File: config.mk
export PLATFORM = sky130hd
export DESIGN_NAME = serial_command_frame_builder
export DESIGN_NICKNAME = d
export VERILOG_FILES = /design/src/design/scfb_pkg.sv /design/src/design/scfb_sequencer.sv /design/src/design/scfb_datapath.sv /design/src/design/serial_command_frame_builder.sv
export SDC_FILE = /design/constraint.sdc
export NUM_CORES = 1
export LEC_CHECK = 0
export BUFFER_PORTS_ARGS = -buffer_cell sky130_fd_sc_hd__buf_4
export CAP_MARGIN = 20
export CORE_ASPECT_RATIO = 1.2
export CORE_MARGIN = 2
export CORE_UTILIZATION = 55
export DETAILED_ROUTE_END_ITERATION = 12
export PLACE_DENSITY_LB_ADDON = 0.15
export SLEW_MARGIN = 15
export SYNTH_ARGS = -nofsm -noshare
export SYNTH_HDL_FRONTEND = slang
export SYNTH_SLANG_ARGS = --single-unit
File: constraint.sdc
create_clock -name clk -period 6.4 [get_ports clk]
set_clock_uncertainty 0.1 [all_clocks]
set_input_delay 0 -clock clk [delete_from_list [all_inputs] [get_ports clk]]
set_output_delay 0 -clock clk [all_outputs]
set_load 0.01 [all_outputs]
File: src/design/scfb_pkg.sv
// Shared types, constants and functions of the serial command frame builder.
// Holds the microcode table and the byte-wise CRC-16 update; no dependencies.
package scfb_pkg;

  localparam logic [7:0]  FRAME_START = 8'hA5;
  localparam logic [7:0]  ADDR_RESET  = 8'h3F;
  localparam int          CRC_W       = 16;
  localparam logic [15:0] CRC16_GEN   = 16'h1021;
  localparam logic [15:0] CRC_TOP     = 16'h8000;
  localparam int          SEQ_W       = 4;
  localparam int          PC_W        = 4;

  // control byte: low two bits carry the frame kind
  localparam logic [1:0] KIND_COMMAND = 2'd2;
  localparam logic [1:0] KIND_QUERY   = 2'd1;

  typedef logic [PC_W-1:0] pc_t;

  // byte source for the current step
  typedef enum logic [3:0] {
    SRC_START,
    SRC_ADDR,
    SRC_CTRL,
    SRC_INDEX,
    SRC_OFFSET,
    SRC_COUNT,
    SRC_CRC_HI,
    SRC_CRC_LO,
    SRC_DATA
  } src_t;

  typedef enum logic [1:0] {
    END_NEVER,
    END_ALWAYS,
    END_IF_QUERY
  } end_t;

  typedef enum logic [1:0] {
    BR_SEQ,         // fall through
    BR_DATA_ENTRY,  // jump to target when no data bytes remain
    BR_DATA_LOOP    // repeat this step until the last data byte
  } br_t;

  typedef struct packed {
    src_t src;
    logic crc_upd;
    logic crc_clr;
    end_t fin;
    br_t  br;
    pc_t  target;
  } uword_t;

  // sequencer -> datapath
  typedef struct packed {
    src_t src;
    logic crc_upd;
    logic crc_clr;
    logic last;
  } dp_ctrl_t;

  // datapath -> sequencer
  typedef struct packed {
    logic is_query;
    logic data_zero;
    logic data_one;
  } dp_stat_t;

  localparam pc_t PC_DATA_CRC_HI = 4'd9;
  localparam pc_t PC_LAST        = 4'd10;

  function automatic uword_t ucode(pc_t pc);
    uword_t w;
    unique case (pc)
      4'd0:  w = '{SRC_START,  1'b1, 1'b0, END_NEVER,    BR_SEQ,        '0};
      4'd1:  w = '{SRC_ADDR,   1'b1, 1'b0, END_NEVER,    BR_SEQ,        '0};
      4'd2:  w = '{SRC_CTRL,   1'b1, 1'b0, END_NEVER,    BR_SEQ,        '0};
      4'd3:  w = '{SRC_INDEX,  1'b1, 1'b0, END_NEVER,    BR_SEQ,        '0};
      4'd4:  w = '{SRC_OFFSET, 1'b1, 1'b0, END_NEVER,    BR_SEQ,        '0};
      4'd5:  w = '{SRC_COUNT,  1'b1, 1'b0, END_NEVER,    BR_SEQ,        '0};
      4'd6:  w = '{SRC_CRC_HI, 1'b0, 1'b0, END_NEVER,    BR_SEQ,        '0};
      // header CRC done: restart the CRC for the data section
      4'd7:  w = '{SRC_CRC_LO, 1'b0, 1'b1, END_IF_QUERY, BR_DATA_ENTRY, PC_DATA_CRC_HI};
      4'd8:  w = '{SRC_DATA,   1'b1, 1'b0, END_NEVER,    BR_DATA_LOOP,  '0};
      4'd9:  w = '{SRC_CRC_HI, 1'b0, 1'b0, END_NEVER,    BR_SEQ,        '0};
      4'd10: w = '{SRC_CRC_LO, 1'b0, 1'b0, END_ALWAYS,   BR_SEQ,        '0};
      default: w = '{SRC_START, 1'b0, 1'b0, END_ALWAYS,  BR_SEQ,        '0};
    endcase
    return w;
  endfunction

  // one byte into CRC-16, MSB first, no reflection
  function automatic logic [CRC_W-1:0] crc_byte(logic [CRC_W-1:0] acc, logic [7:0] b);
    logic [CRC_W-1:0] c;
    logic [CRC_W-1:0] d;
    c = acc;
    d = {b, 8'h00};
    for (int i = 0; i < 8; i++) begin
      if (((d ^ c) & CRC_TOP) != '0) begin
        c = (c << 1) ^ CRC16_GEN;
      end else begin
        c = c << 1;
      end
      d = d << 1;
    end
    return c;
  endfunction

endpackage

File: src/design/scfb_sequencer.sv
// Microcode sequencer: step counter, control word lookup and branch logic.
// Depends on scfb_pkg for the microcode table and control types.
module scfb_sequencer (
  input  logic               clk,
  input  logic               rst_n,
  input  logic               start,
  input  logic               step,
  input  scfb_pkg::dp_stat_t stat,
  output logic               busy,
  output scfb_pkg::dp_ctrl_t ctrl
);

  logic                busy_r, busy_nxt;
  scfb_pkg::pc_t       pc_r, pc_nxt;
  scfb_pkg::uword_t    uw;
  logic                last;
  scfb_pkg::pc_t       pc_br;

  always_comb begin
    uw   = scfb_pkg::ucode(pc_r);
    last = (uw.fin == scfb_pkg::END_ALWAYS) ||
           ((uw.fin == scfb_pkg::END_IF_QUERY) && stat.is_query);

    unique case (uw.br)
      scfb_pkg::BR_SEQ:        pc_br = pc_r + scfb_pkg::PC_W'(1);
      scfb_pkg::BR_DATA_ENTRY: pc_br = stat.data_zero ? uw.target
                                                      : pc_r + scfb_pkg::PC_W'(1);
      scfb_pkg::BR_DATA_LOOP:  pc_br = stat.data_one ? pc_r + scfb_pkg::PC_W'(1) : pc_r;
      default:                 pc_br = pc_r + scfb_pkg::PC_W'(1);
    endcase

    busy_nxt = busy_r;
    pc_nxt   = pc_r;
    priority if (start) begin
      busy_nxt = 1'b1;
      pc_nxt   = '0;
    end else if (step) begin
      if (last) begin
        busy_nxt = 1'b0;
      end else begin
        pc_nxt = pc_br;
      end
    end
  end

  always_ff @(posedge clk) begin
    if (!rst_n) begin
      busy_r <= 1'b0;
      pc_r   <= '0;
    end else begin
      busy_r <= busy_nxt;
      pc_r   <= pc_nxt;
    end
  end

  assign busy         = busy_r;
  assign ctrl.src     = uw.src;
  assign ctrl.crc_upd = uw.crc_upd;
  assign ctrl.crc_clr = uw.crc_clr;
  assign ctrl.last    = last;

  a_pc_in_program: assert property (@(posedge clk) disable iff (!rst_n)
    busy_r |-> (pc_r <= scfb_pkg::PC_LAST))
    else $error("sequencer step counter ran past the program");

  a_start_at_zero: assert property (@(posedge clk) disable iff (!rst_n)
    start |=> (busy_r && (pc_r == '0)))
    else $error("frame did not start at the first microcode step");

endmodule

File: src/design/scfb_datapath.sv
// Frame datapath: request registers, sequence counter, CRC, byte select, output register.
// Depends on scfb_pkg for control types, constants and the CRC function.
module scfb_datapath #(
  parameter int MAX_WORDS = 2
) (
  input  logic               clk,
  input  logic               rst_n,
  input  logic               load,
  input  logic               in_op,
  input  logic [7:0]         in_cmd_index,
  input  logic [7:0]         in_sub_offset,
  input  logic [31:0]        in_write_value,
  input  logic [1:0]         in_word_count,
  input  logic [7:0]         drive_address,
  input  logic               step,
  input  scfb_pkg::dp_ctrl_t ctrl,
  output scfb_pkg::dp_stat_t stat,
  output logic               slot_free,
  output logic               out_valid,
  input  logic               out_ready,
  output logic [7:0]         out_frame_byte,
  output logic               out_last_byte,
  output logic [3:0]         out_seq_number
);

  localparam int DL_W = $clog2(2 * MAX_WORDS + 1);

  logic                       op_r;
  logic [7:0]                 index_r;
  logic [7:0]                 offset_r;
  logic [1:0]                 count_r;
  logic [31:0]                val_r, val_nxt;
  logic [DL_W-1:0]            left_r, left_nxt;
  logic [scfb_pkg::SEQ_W-1:0] seq_r;
  logic [scfb_pkg::CRC_W-1:0] crc_r, crc_nxt;
  logic                       out_valid_r;
  logic [7:0]                 out_byte_r;
  logic                       out_last_r;
  logic [scfb_pkg::SEQ_W-1:0] out_seq_r;

  logic [1:0]                 nw_sat;
  logic [7:0]                 byte_sel;

  assign nw_sat = (int'(in_word_count) > MAX_WORDS) ? 2'(MAX_WORDS) : in_word_count;

  always_comb begin
    unique case (ctrl.src)
      scfb_pkg::SRC_START:  byte_sel = scfb_pkg::FRAME_START;
      scfb_pkg::SRC_ADDR:   byte_sel = drive_address;
      scfb_pkg::SRC_CTRL:   byte_sel = {2'b00, seq_r,
                                        op_r ? scfb_pkg::KIND_QUERY : scfb_pkg::KIND_COMMAND};
      scfb_pkg::SRC_INDEX:  byte_sel = index_r;
      scfb_pkg::SRC_OFFSET: byte_sel = offset_r;
      scfb_pkg::SRC_COUNT:  byte_sel = {6'b0, count_r};
      scfb_pkg::SRC_CRC_HI: byte_sel = crc_r[15:8];
      scfb_pkg::SRC_CRC_LO: byte_sel = crc_r[7:0];
      scfb_pkg::SRC_DATA:   byte_sel = val_r[7:0];
      default:              byte_sel = 8'h00;
    endcase

    crc_nxt  = crc_r;
    left_nxt = left_r;
    val_nxt  = val_r;
    if (step) begin
      if (ctrl.crc_clr) begin
        crc_nxt = '0;
      end else if (ctrl.crc_upd) begin
        crc_nxt = scfb_pkg::crc_byte(crc_r, byte_sel);
      end
      // value goes out low byte first; zeros fill past the fourth byte
      if (ctrl.src == scfb_pkg::SRC_DATA) begin
        left_nxt = left_r - DL_W'(1);
        val_nxt  = {8'h00, val_r[31:8]};
      end
    end
  end

  always_ff @(posedge clk) begin
    if (!rst_n) begin
      seq_r       <= '0;
      out_valid_r <= 1'b0;
    end else begin
      if (load) begin
        seq_r <= seq_r + scfb_pkg::SEQ_W'(1);
      end
      if (step) begin
        out_valid_r <= 1'b1;
      end else if (out_ready) begin
        out_valid_r <= 1'b0;
      end
    end
  end

  always_ff @(posedge clk) begin
    if (load) begin
      op_r     <= in_op;
      index_r  <= in_cmd_index;
      offset_r <= in_sub_offset;
      count_r  <= nw_sat;
      val_r    <= in_write_value;
      left_r   <= DL_W'({nw_sat, 1'b0});
      crc_r    <= '0;
    end else begin
      val_r    <= val_nxt;
      left_r   <= left_nxt;
      crc_r    <= crc_nxt;
    end
    if (step) begin
      out_byte_r <= byte_sel;
      out_last_r <= ctrl.last;
      out_seq_r  <= seq_r;
    end
  end

  assign stat.is_query   = op_r;
  assign stat.data_zero  = (left_r == '0);
  assign stat.data_one   = (left_r == DL_W'(1));
  assign slot_free       = !out_valid_r || out_ready;
  assign out_valid       = out_valid_r;
  assign out_frame_byte  = out_byte_r;
  assign out_last_byte   = out_last_r;
  assign out_seq_number  = out_seq_r;

endmodule

File: src/design/serial_command_frame_builder.sv
// Serial command frame builder: a query request yields an 8-byte frame, a command
// request 10 + 2*words bytes (words saturated to MAX_WORDS), one byte per clock
// while the output is taken. A microcode sequencer steps one table word per output
// byte, and the CRC-16 (0x1021, init 0) takes each header and data byte on the same
// step. A request is taken no earlier than the cycle after the last byte of the
// previous frame enters the output register, and the output idles between frames.
// drive_address is at byte address 0 and resets to 0x3F.
// Top level; depends on scfb_pkg, scfb_sequencer and scfb_datapath.
module serial_command_frame_builder #(
  parameter int MAX_WORDS = 2
) (
  input  logic        clk,
  input  logic        rst_n,
  // request channel
  input  logic        in_valid,
  output logic        in_ready,
  input  logic        in_op,
  input  logic [7:0]  in_cmd_index,
  input  logic [7:0]  in_sub_offset,
  input  logic [31:0] in_write_value,
  input  logic [1:0]  in_word_count,
  // frame byte channel
  output logic        out_valid,
  input  logic        out_ready,
  output logic [7:0]  out_frame_byte,
  output logic        out_last_byte,
  output logic [3:0]  out_seq_number,
  // configuration
  input  logic        psel,
  input  logic        penable,
  input  logic        pwrite,
  input  logic [2:0]  paddr,
  input  logic [31:0] pwdata,
  output logic [31:0] prdata,
  output logic        pready
);

  logic               drive_addr_sel;
  logic [7:0]         drive_address_r, drive_address_nxt;
  logic               cfg_wr;
  logic               start;
  logic               step;
  logic               busy;
  logic               slot_free;
  scfb_pkg::dp_ctrl_t ctrl;
  scfb_pkg::dp_stat_t stat;

  // register select: one register, word-aligned
  assign drive_addr_sel = (paddr[2] == 1'b0);
  assign cfg_wr         = psel && penable && pwrite && drive_addr_sel;
  assign pready         = 1'b1;
  assign prdata         = drive_addr_sel ? {24'h0, drive_address_r} : 32'h0;

  always_comb begin
    drive_address_nxt = cfg_wr ? pwdata[7:0] : drive_address_r;
  end

  always_ff @(posedge clk) begin
    if (!rst_n) begin
      drive_address_r <= scfb_pkg::ADDR_RESET;
    end else begin
      drive_address_r <= drive_address_nxt;
    end
  end

  assign in_ready = !busy;
  assign start    = in_valid && in_ready;
  assign step     = busy && slot_free;

  scfb_sequencer u_seq (
    .clk   (clk),
    .rst_n (rst_n),
    .start (start),
    .step  (step),
    .stat  (stat),
    .busy  (busy),
    .ctrl  (ctrl)
  );

  scfb_datapath #(
    .MAX_WORDS (MAX_WORDS)
  ) u_dp (
    .clk            (clk),
    .rst_n          (rst_n),
    .load           (start),
    .in_op          (in_op),
    .in_cmd_index   (in_cmd_index),
    .in_sub_offset  (in_sub_offset),
    .in_write_value (in_write_value),
    .in_word_count  (in_word_count),
    .drive_address  (drive_address_r),
    .step           (step),
    .ctrl           (ctrl),
    .stat           (stat),
    .slot_free      (slot_free),
    .out_valid      (out_valid),
    .out_ready      (out_ready),
    .out_frame_byte (out_frame_byte),
    .out_last_byte  (out_last_byte),
    .out_seq_number (out_seq_number)
  );

  a_one_frame_at_a_time: assert property (@(posedge clk) disable iff (!rst_n)
    start |=> !in_ready)
    else $error("request taken while a frame is in progress");

  a_last_frees_input: assert property (@(posedge clk) disable iff (!rst_n)
    (step && ctrl.last) |=> (in_ready && out_valid && out_last_byte))
    else $error("final byte did not end the frame");

  a_seq_within_frame: assert property (@(posedge clk) disable iff (!rst_n)
    (out_valid && out_ready && !out_last_byte) |=> (!out_valid || $stable(out_seq_number)))
    else $error("sequence number changed inside a frame");

endmodule

# Yosys cells after proc, flatten, opt, wreduce, memory -nomap -nowiden
# Memory sizes are Yosys's and may differ from the RTL's. A register that Yosys moved wholly into a read port is not among the register bits.
# Index checks and enable logic that the tools add are counted.
[totals]
register_bits = 101
latchBits = 0
mem_bits_rw = 0
rom_bits = 192
in_bits = 93
out_inout_bits = 48
wordCells = 128
memories = 1
[classes]
addsub = 3
n_mul = 0
div = 0
n_lt_le_gt_ge = 1
n_eq_ne = 14
n_shift = 0
mux = 51
n_bitwise = 19
n_reduce_logical = 23
[mem_list]
columns = ["memory", "words", "word_bits", "read_ports", "rd_clocked_by_memory_dff", "wr", "line", "source"]
rows = [
  ["(name not given)", 16, 12, 1, 1, 0, "scfb_pkg.sv:73", "unique case (pc)"],
]
[ops]
columns = ["op", "count"]
rows = [
  ["$mux W16", 23],
  ["$xor A16 B16 Y16", 8],
  ["$mux W13", 8],
  ["$mux W32", 3],
  ["$pmux W8 S9", 1],
  ["$not A3 Y3", 8],
  ["$eq A4 B3 Y1 const B", 4],
  ["$mux W4", 4],
  ["$reduce_bool A2 Y1", 5],
  ["$mux W3", 3],
  ["$add A4 B1 Y4 const B", 2],
  ["$eq A4 B2 Y1 const B", 2],
  ["$mux W8", 1],
  ["$pmux W4 S2", 1],
  ["$reduce_and A2 Y1", 4],
  ["$logic_and A1 B1 Y1", 6],
  ["$mux W1", 5],
  ["$eq A2 B1 Y1 const B", 2],
  ["$eq A2 B2 Y1 const B", 2],
  ["$eq A4 B1 Y1 const B", 1],
  ["$eq A4 B4 Y1 const B", 1],
  ["$logic_not A4 Y1", 1],
  ["$mux W2", 2],
  ["$eq A3 B1 Y1 const B", 1],
  ["9 further kinds", 13],
]

# Logic depth before layout (Yosys ltp)
[logic_depth]
ltp_word = 41
depth_mapped = 14
mapped_depth_nobuf = 13

# By module
# A second synthesis with hierarchy kept.
[hier_totals]
cells_unflattened = 459
area_unflattened_um2 = 5525.3
[by_module_without_submodules]
columns = ["mod", "instances", "cells_each", "area_per_inst_um2", "seq_area_each_um2"]
rows = [
  ["scfb_datapath", 1, 312, 4191.5, 2422.3],
  ["scfb_sequencer", 1, 74, 696.9, 240.2],
  ["serial_command_frame_builder", 1, 73, 636.9, 160.2],
]

# Worst setup path before layout
# No wires, ideal clock.
[synth_path]
path_kind = "register to register"
startpoint = "register u_dp.left_r[1]"
endpoint = "register, netlist name u_seq.uw[11]"
setup_ns = 0.065
arrival_time_ns = 2.224
t_required_ns = 6.235
slack_ns = 4.011
stages_incl_launch_ff = 15
path_buffers = 1
period_less_slack_ns = 2.389
cell_sequence = "edfxtp_1 > inv_1 > ha_1 > nor2b_1 > nor3b_1 > or3_1 > clkbuf_1 > nand2_1 > and2_1 > nor2_1 > inv_1 > ha_1 > nand2_1 > mux2_2 > nor2_1"
[synth_between]
elab_chain_cells = 5
word_cells_on_any_way = 8
classes_between = "2 x eq/ne; 4 x mux; 2 x reduce/logical"
[synth_rtl]
columns = ["element", "line", "source"]
rows = [
  ["from (decl)", "scfb_datapath.sv:33", "logic [DL_W-1:0] left_r, left_nxt;"],
  ["from (signal assigned)", "scfb_datapath.sv:101", "left_r <= DL_W'({nw_sat, 1'b0});"],
  ["from (signal assigned)", "scfb_datapath.sv:105", "left_r <= left_nxt;"],
  ["$eq A3 B1 Y1 / $logic_not A3 Y1 (equally long branches)", "scfb_datapath.sv:117, scfb_datapath.sv:116", ""],
  ["$ne A2 B1 Y1 (no line) / $mux W4 (equally long branches)", "-", ""],
  ["$reduce_and A3 Y1 (no line) / $pmux W4 S2 (equally long branches)", "-", ""],
  ["$mux W4 (no line) (*) (2 in series)", "-", ""],
]
# Every way passes the cells marked *; elsewhere a longest branch is shown, timed or not.
# A chain may end at the register's enable or synchronous reset.

# Worst setup path after layout
[layout_path]
startpoint = "register, netlist name u_seq.uw[10]"
endpoint = "register u_dp.crc_r[6] in the netlist's numbering"
[layout_between]
word_cells_on_any_way = 41
classes_between = "8 x eq/ne; 28 x mux; 4 x bitwise; 1 x reduce/logical"
[layout_lines]
columns = ["element", "line", "source"]
rows = [
  ["$eq A4 B4 Y1 (tied with other cells)", "scfb_datapath.sv:47", "unique case (ctrl.src)"],
  ["$pmux W8 S9 (*)", "scfb_datapath.sv:47", ""],
  ["net u_dp.byte_sel[1]", "scfb_datapath.sv:42", "logic [7:0] byte_sel;"],
  ["$xor A16 B16 Y16 (*)", "scfb_pkg.sv:98", "if (((d ^ c) & CRC_TOP) != '0) begin"],
  ["$mux W13 (*)", "scfb_pkg.sv:98", ""],
  ["$mux W16 (*)", "scfb_datapath.sv:67", "end else if (ctrl.crc_upd) begin"],
  ["$mux W16 (*)", "scfb_datapath.sv:65", "if (ctrl.crc_clr) begin"],
  ["$mux W16 (*)", "scfb_datapath.sv:64", "if (step) begin"],
  ["$mux W13 (*)", "scfb_pkg.sv:98", ""],
  ["$mux W16 (*)", "scfb_datapath.sv:67", ""],
  ["$mux W16 (*)", "scfb_datapath.sv:65", ""],
  ["to (signal assigned)", "scfb_datapath.sv:106", "crc_r <= crc_nxt;"],
  ["to (decl)", "scfb_datapath.sv:35", "logic [scfb_pkg::CRC_W-1:0] crc_r, crc_nxt;"],
]
# The timed path passes the listed nets; every way through them passes the cells marked *. The select of a mux whose other input is x is not followed.

==> results by group <==
Outcome
  – Outcome: finished clean

Die
  – Core ar.: about 9500 um^2
  – Initial core utilization: 56.1%
  – DIE AREA: 10500 um^2
  – Std-Cell Rows: 39
  – Die Y: 112 um
  – Top Ports: 141
  – Die W: between 90 and 100 um

STA
  – Fin. Hold Viols: 0
  – Number of max-slew violations in the final report: 0
  – Hold WS: 0.0168 ns
  – Min Tclk post-route: 3.13 ns
  – Number of endpoints failing setup at the final stage: 0
  – Least-Margin Pin Slew: 0.961 ns
  – Max frequency: 0.319 GHz
  – Final worst-path cycle share: between 40 and 50%
  – Total negative slack: 0 ns
  – Unrepaired setup endpoints after global routing: false
  – Slew headroom: 35.8%

Clock network
  – Number of setup buffers added after CTS: 0
  – TritonCTS Buffers: 9
  – Level count of the clock H-tree: 3
  – CTS root buf: clkbuf_16
  – Post-CTS clock slew at the launch and capture registers of the worst setup and hold paths: 0.07 ns
  – Number of gates resized after CTS: 0
  – Count of hold-fix buffers inserted at cts: around 70
  – Source-to-sink clock delay at the later pin of the worst-skew pair: 0.34 ns
  – TritonCTS clock tree: built
  – Maximum clock path buffer count: 2
  – Number of clock sinks: 108

Place
  – Number of buffers inserted by port buffering: 89
  – Estimated wirelength of the detail-placed design: 7980 um
  – Area post-placement: ~5900 um^2
  – Routability congestion estimate from global placement: 0.865

Power
  – Switching power share of the total: ~27%
  – Overall power: about 1.9 mW
  – Leak pwr: between 2 and 3 nW
  – Power dissipated by switching net loads: 0.508 mW
  – Flop pwr share: 47.3%
  – Internal power component: 1.37 mW
  – Clock power frac: a little under a third
  – Total power divided by cell area: 270 nW/um^2
  – Gate power share: 21.2%
  – Peak ir drop on the vdd network: 160 uV

Detailed routing
  – DRC viols: 0
  – 1st-pass router iterations: 6
  – Avg WL per Cell: 16.9 um
  – Sum of routed wire length over all layers: 13100 um
  – DRT antenna net count: 0
  – DRC marker count from the first detailed-route iteration: 221
  – Via density per instance: about 5.4
  – Via count: 4201

Setup path
  – Crit Path Class: reg2reg
  – Arrival time at the worst endpoint: 3.24 ns
  – Category of the worst setup path capture point: register
  – Required time of the critical path: 6.51 ns
  – Maximum fanout along the worst path: 21
  – Category of the worst setup path launch point: register

Synth
  – Count of different cell masters after synthesis: 68
  – Post-synthesis sequential element count: roughly 110
  – Fraction of the yosys area taken by sequential cells: 53.2%
  – Cell type with the highest aggregate area in the netlist: edfxtp_1
  – Synth warnings: 0
  – Post-Syn Instances: 499
  – Mapped Avg Cell Area: approximately 11 um^2
  – Number of enable-type register cells in the synthesized netlist: 66
  – Largest cells by area after synthesis: edfxtp_1 (37%), dfxtp_1 (16%), nand2_1 (7.6%)
  – Asr flop ratio synth: 0%
  – Post-synthesis instance area: 5310 um^2
  – Leading cell types by count after synthesis: nand2_1 (108), edfxtp_1 (66), dfxtp_1 (42)
  – Share of the synthesized area in the top cell type: 37.3%
  – Dominant cell by count in the synthesized netlist: nand2_1
  – Post-synth top flop: edfxtp_1

GRT
  – Global-route congestion overflow total: 0
  – First-pass GRT wire length: a little over 20000 um
  – Vias in the first global route: 4191
  – Total track usage: between 20% and 30%
  – Largest net degree at the start of global routing: 68
  – Antenna violations before repair: 0

Final layout
  – Fill cell count: 665
  – Final Instance Area: about 6900 um^2
  – Fraction of layout cells with a size suffix above 1: 20.3%
  – Multi-input logic area: about 2200 um^2
  – Layout Nets: 746
  – Flip-flop and latch area: about 2800 um^2
  – Area delta synth->final: 30.9%
  – Antenna diodes: 0

Worst hold path
  – Path class of the lowest-slack min-delay path: in2reg

Flow run
  – Max cap viols: 0
-- layer usage --
layer	global-route usage [%]	share of wire (%)	vias up
met5	0	0	-
met4	13.4	4.3	0
met3	3.86	4.5	38
met2	46.0	55	135
met1	27.9	36	2048
li1	-	-	1980
-- path summary, 6_finish.rpt --
path                                          startpoint                         end  slack, ns  cells after the start
worst min-delay path                            in_valid  u_dp.seq_r[1]$_SDFFE_PN0P_       0.02                      4
worst min register to register  u_dp.val_r[18]$_DFFE_PP_    u_dp.val_r[10]$_DFFE_PP_       0.42                      2
worst max register to register      u_seq.uw[10]$_DFF_P_  u_dp.crc_r[6]$_SDFFE_PP0P_       3.27                      7
worst max-delay path                u_seq.uw[10]$_DFF_P_  u_dp.crc_r[6]$_SDFFE_PP0P_       3.27                      7
-- critical path, stage by stage (launching register included) --
cell	delay [ns]
dfxtp_1	0.86
mux2_2	0.42
and3_1	0.16
or4_4	0.55
xor2_1	0.27
xor2_1	0.32
xor2_1	0.24
o31ai_2	0.08
-- logic make-up after synthesis --
| group | after synthesis | share of synthesized area [%] |
|---|---|---|
| AOI/OAI and AO/OA | 72 | 10.7 |
| xor gates and xnor gates | 27 | 5.28 |
| adders and majority gates | 7 | 1.65 |
| buffers and inverters | 61 | 6.69 |
| DFF | 108 | 53.2 |
| muxes | 12 | 2.69 |
| other | 2 | 0.141 |
| and+or+nand+nor | 210 | 19.7 |
-- stage by stage --
step / cells / worst slack, ns / utilization (%)
after floorplan: 522 / 4.01 / -
after global placement: 687 / 3.45 / 62.5
after detailed placement: 687 / 3.33 / 62.5
after CTS: 772 / 3.30 / 73.2
after global routing: 774 / 3.14 / 73.4
final: 774 / 3.27 / 73.4
-- final cells by class --
class / count / area share [%]
timing repair buffer: 162 / 20.1
sequential: 108 / 40.6
inverter: 12 / 0.648
multi-input combinational: 353 / 31.9
clock buffer: 9 / 3.24
clock inverter: 7 / 1.30
tap: 123 / 2.21
-- cells in the final DEF (no fill, tap or decap), types with 5 or more instances in the layout --
master         count
inv_1             10
clkbuf_16          9
conb_1            25
and2_1            16
o21ai_0            6
a22o_1            10
and3b_1            6
dfxtp_1           42
xor2_1            11
nand3_1           12
ha_1               7
a22oi_1           12
mux2_2             5
nand2b_1           6
a21oi_1           12
dlygate4sd3_1     69
xnor2_1           11
a21boi_0           6
nor2b_1           15
nand2_1          108
buf_4             92
edfxtp_1          66
nor2_1            20
-- state kept, by name, summed over array words and instances (netlist names) --
register,cells
u_dp.op_r,1
u_dp.out_last_byte,1
u_dp.offset_r,8
u_dp.out_seq_number,4
u_dp.seq_r,4
u_dp.out_valid,1
u_dp.count_r,2
u_dp.crc_r,16
u_dp.val_r,32
u_dp.left_r,3
u_dp.index_r,8
u_seq.busy,1
drive_address_r,8
u_seq.uw,7
u_seq.pc_r,4
u_dp.out_frame_byte,8
-- power by group through the flow --
stage,Combinational (mW),Clock [mW],Sequential [mW]
after detailed placement,0.355,0,0.898
after global routing,0.433,0.624,0.893
after global placement,0.343,0,0.897
final,0.397,0.591,0.888
after CTS,0.388,0.594,0.885
after floorplan,0.279,0,0.879
(Power assumes the default switching activity.)
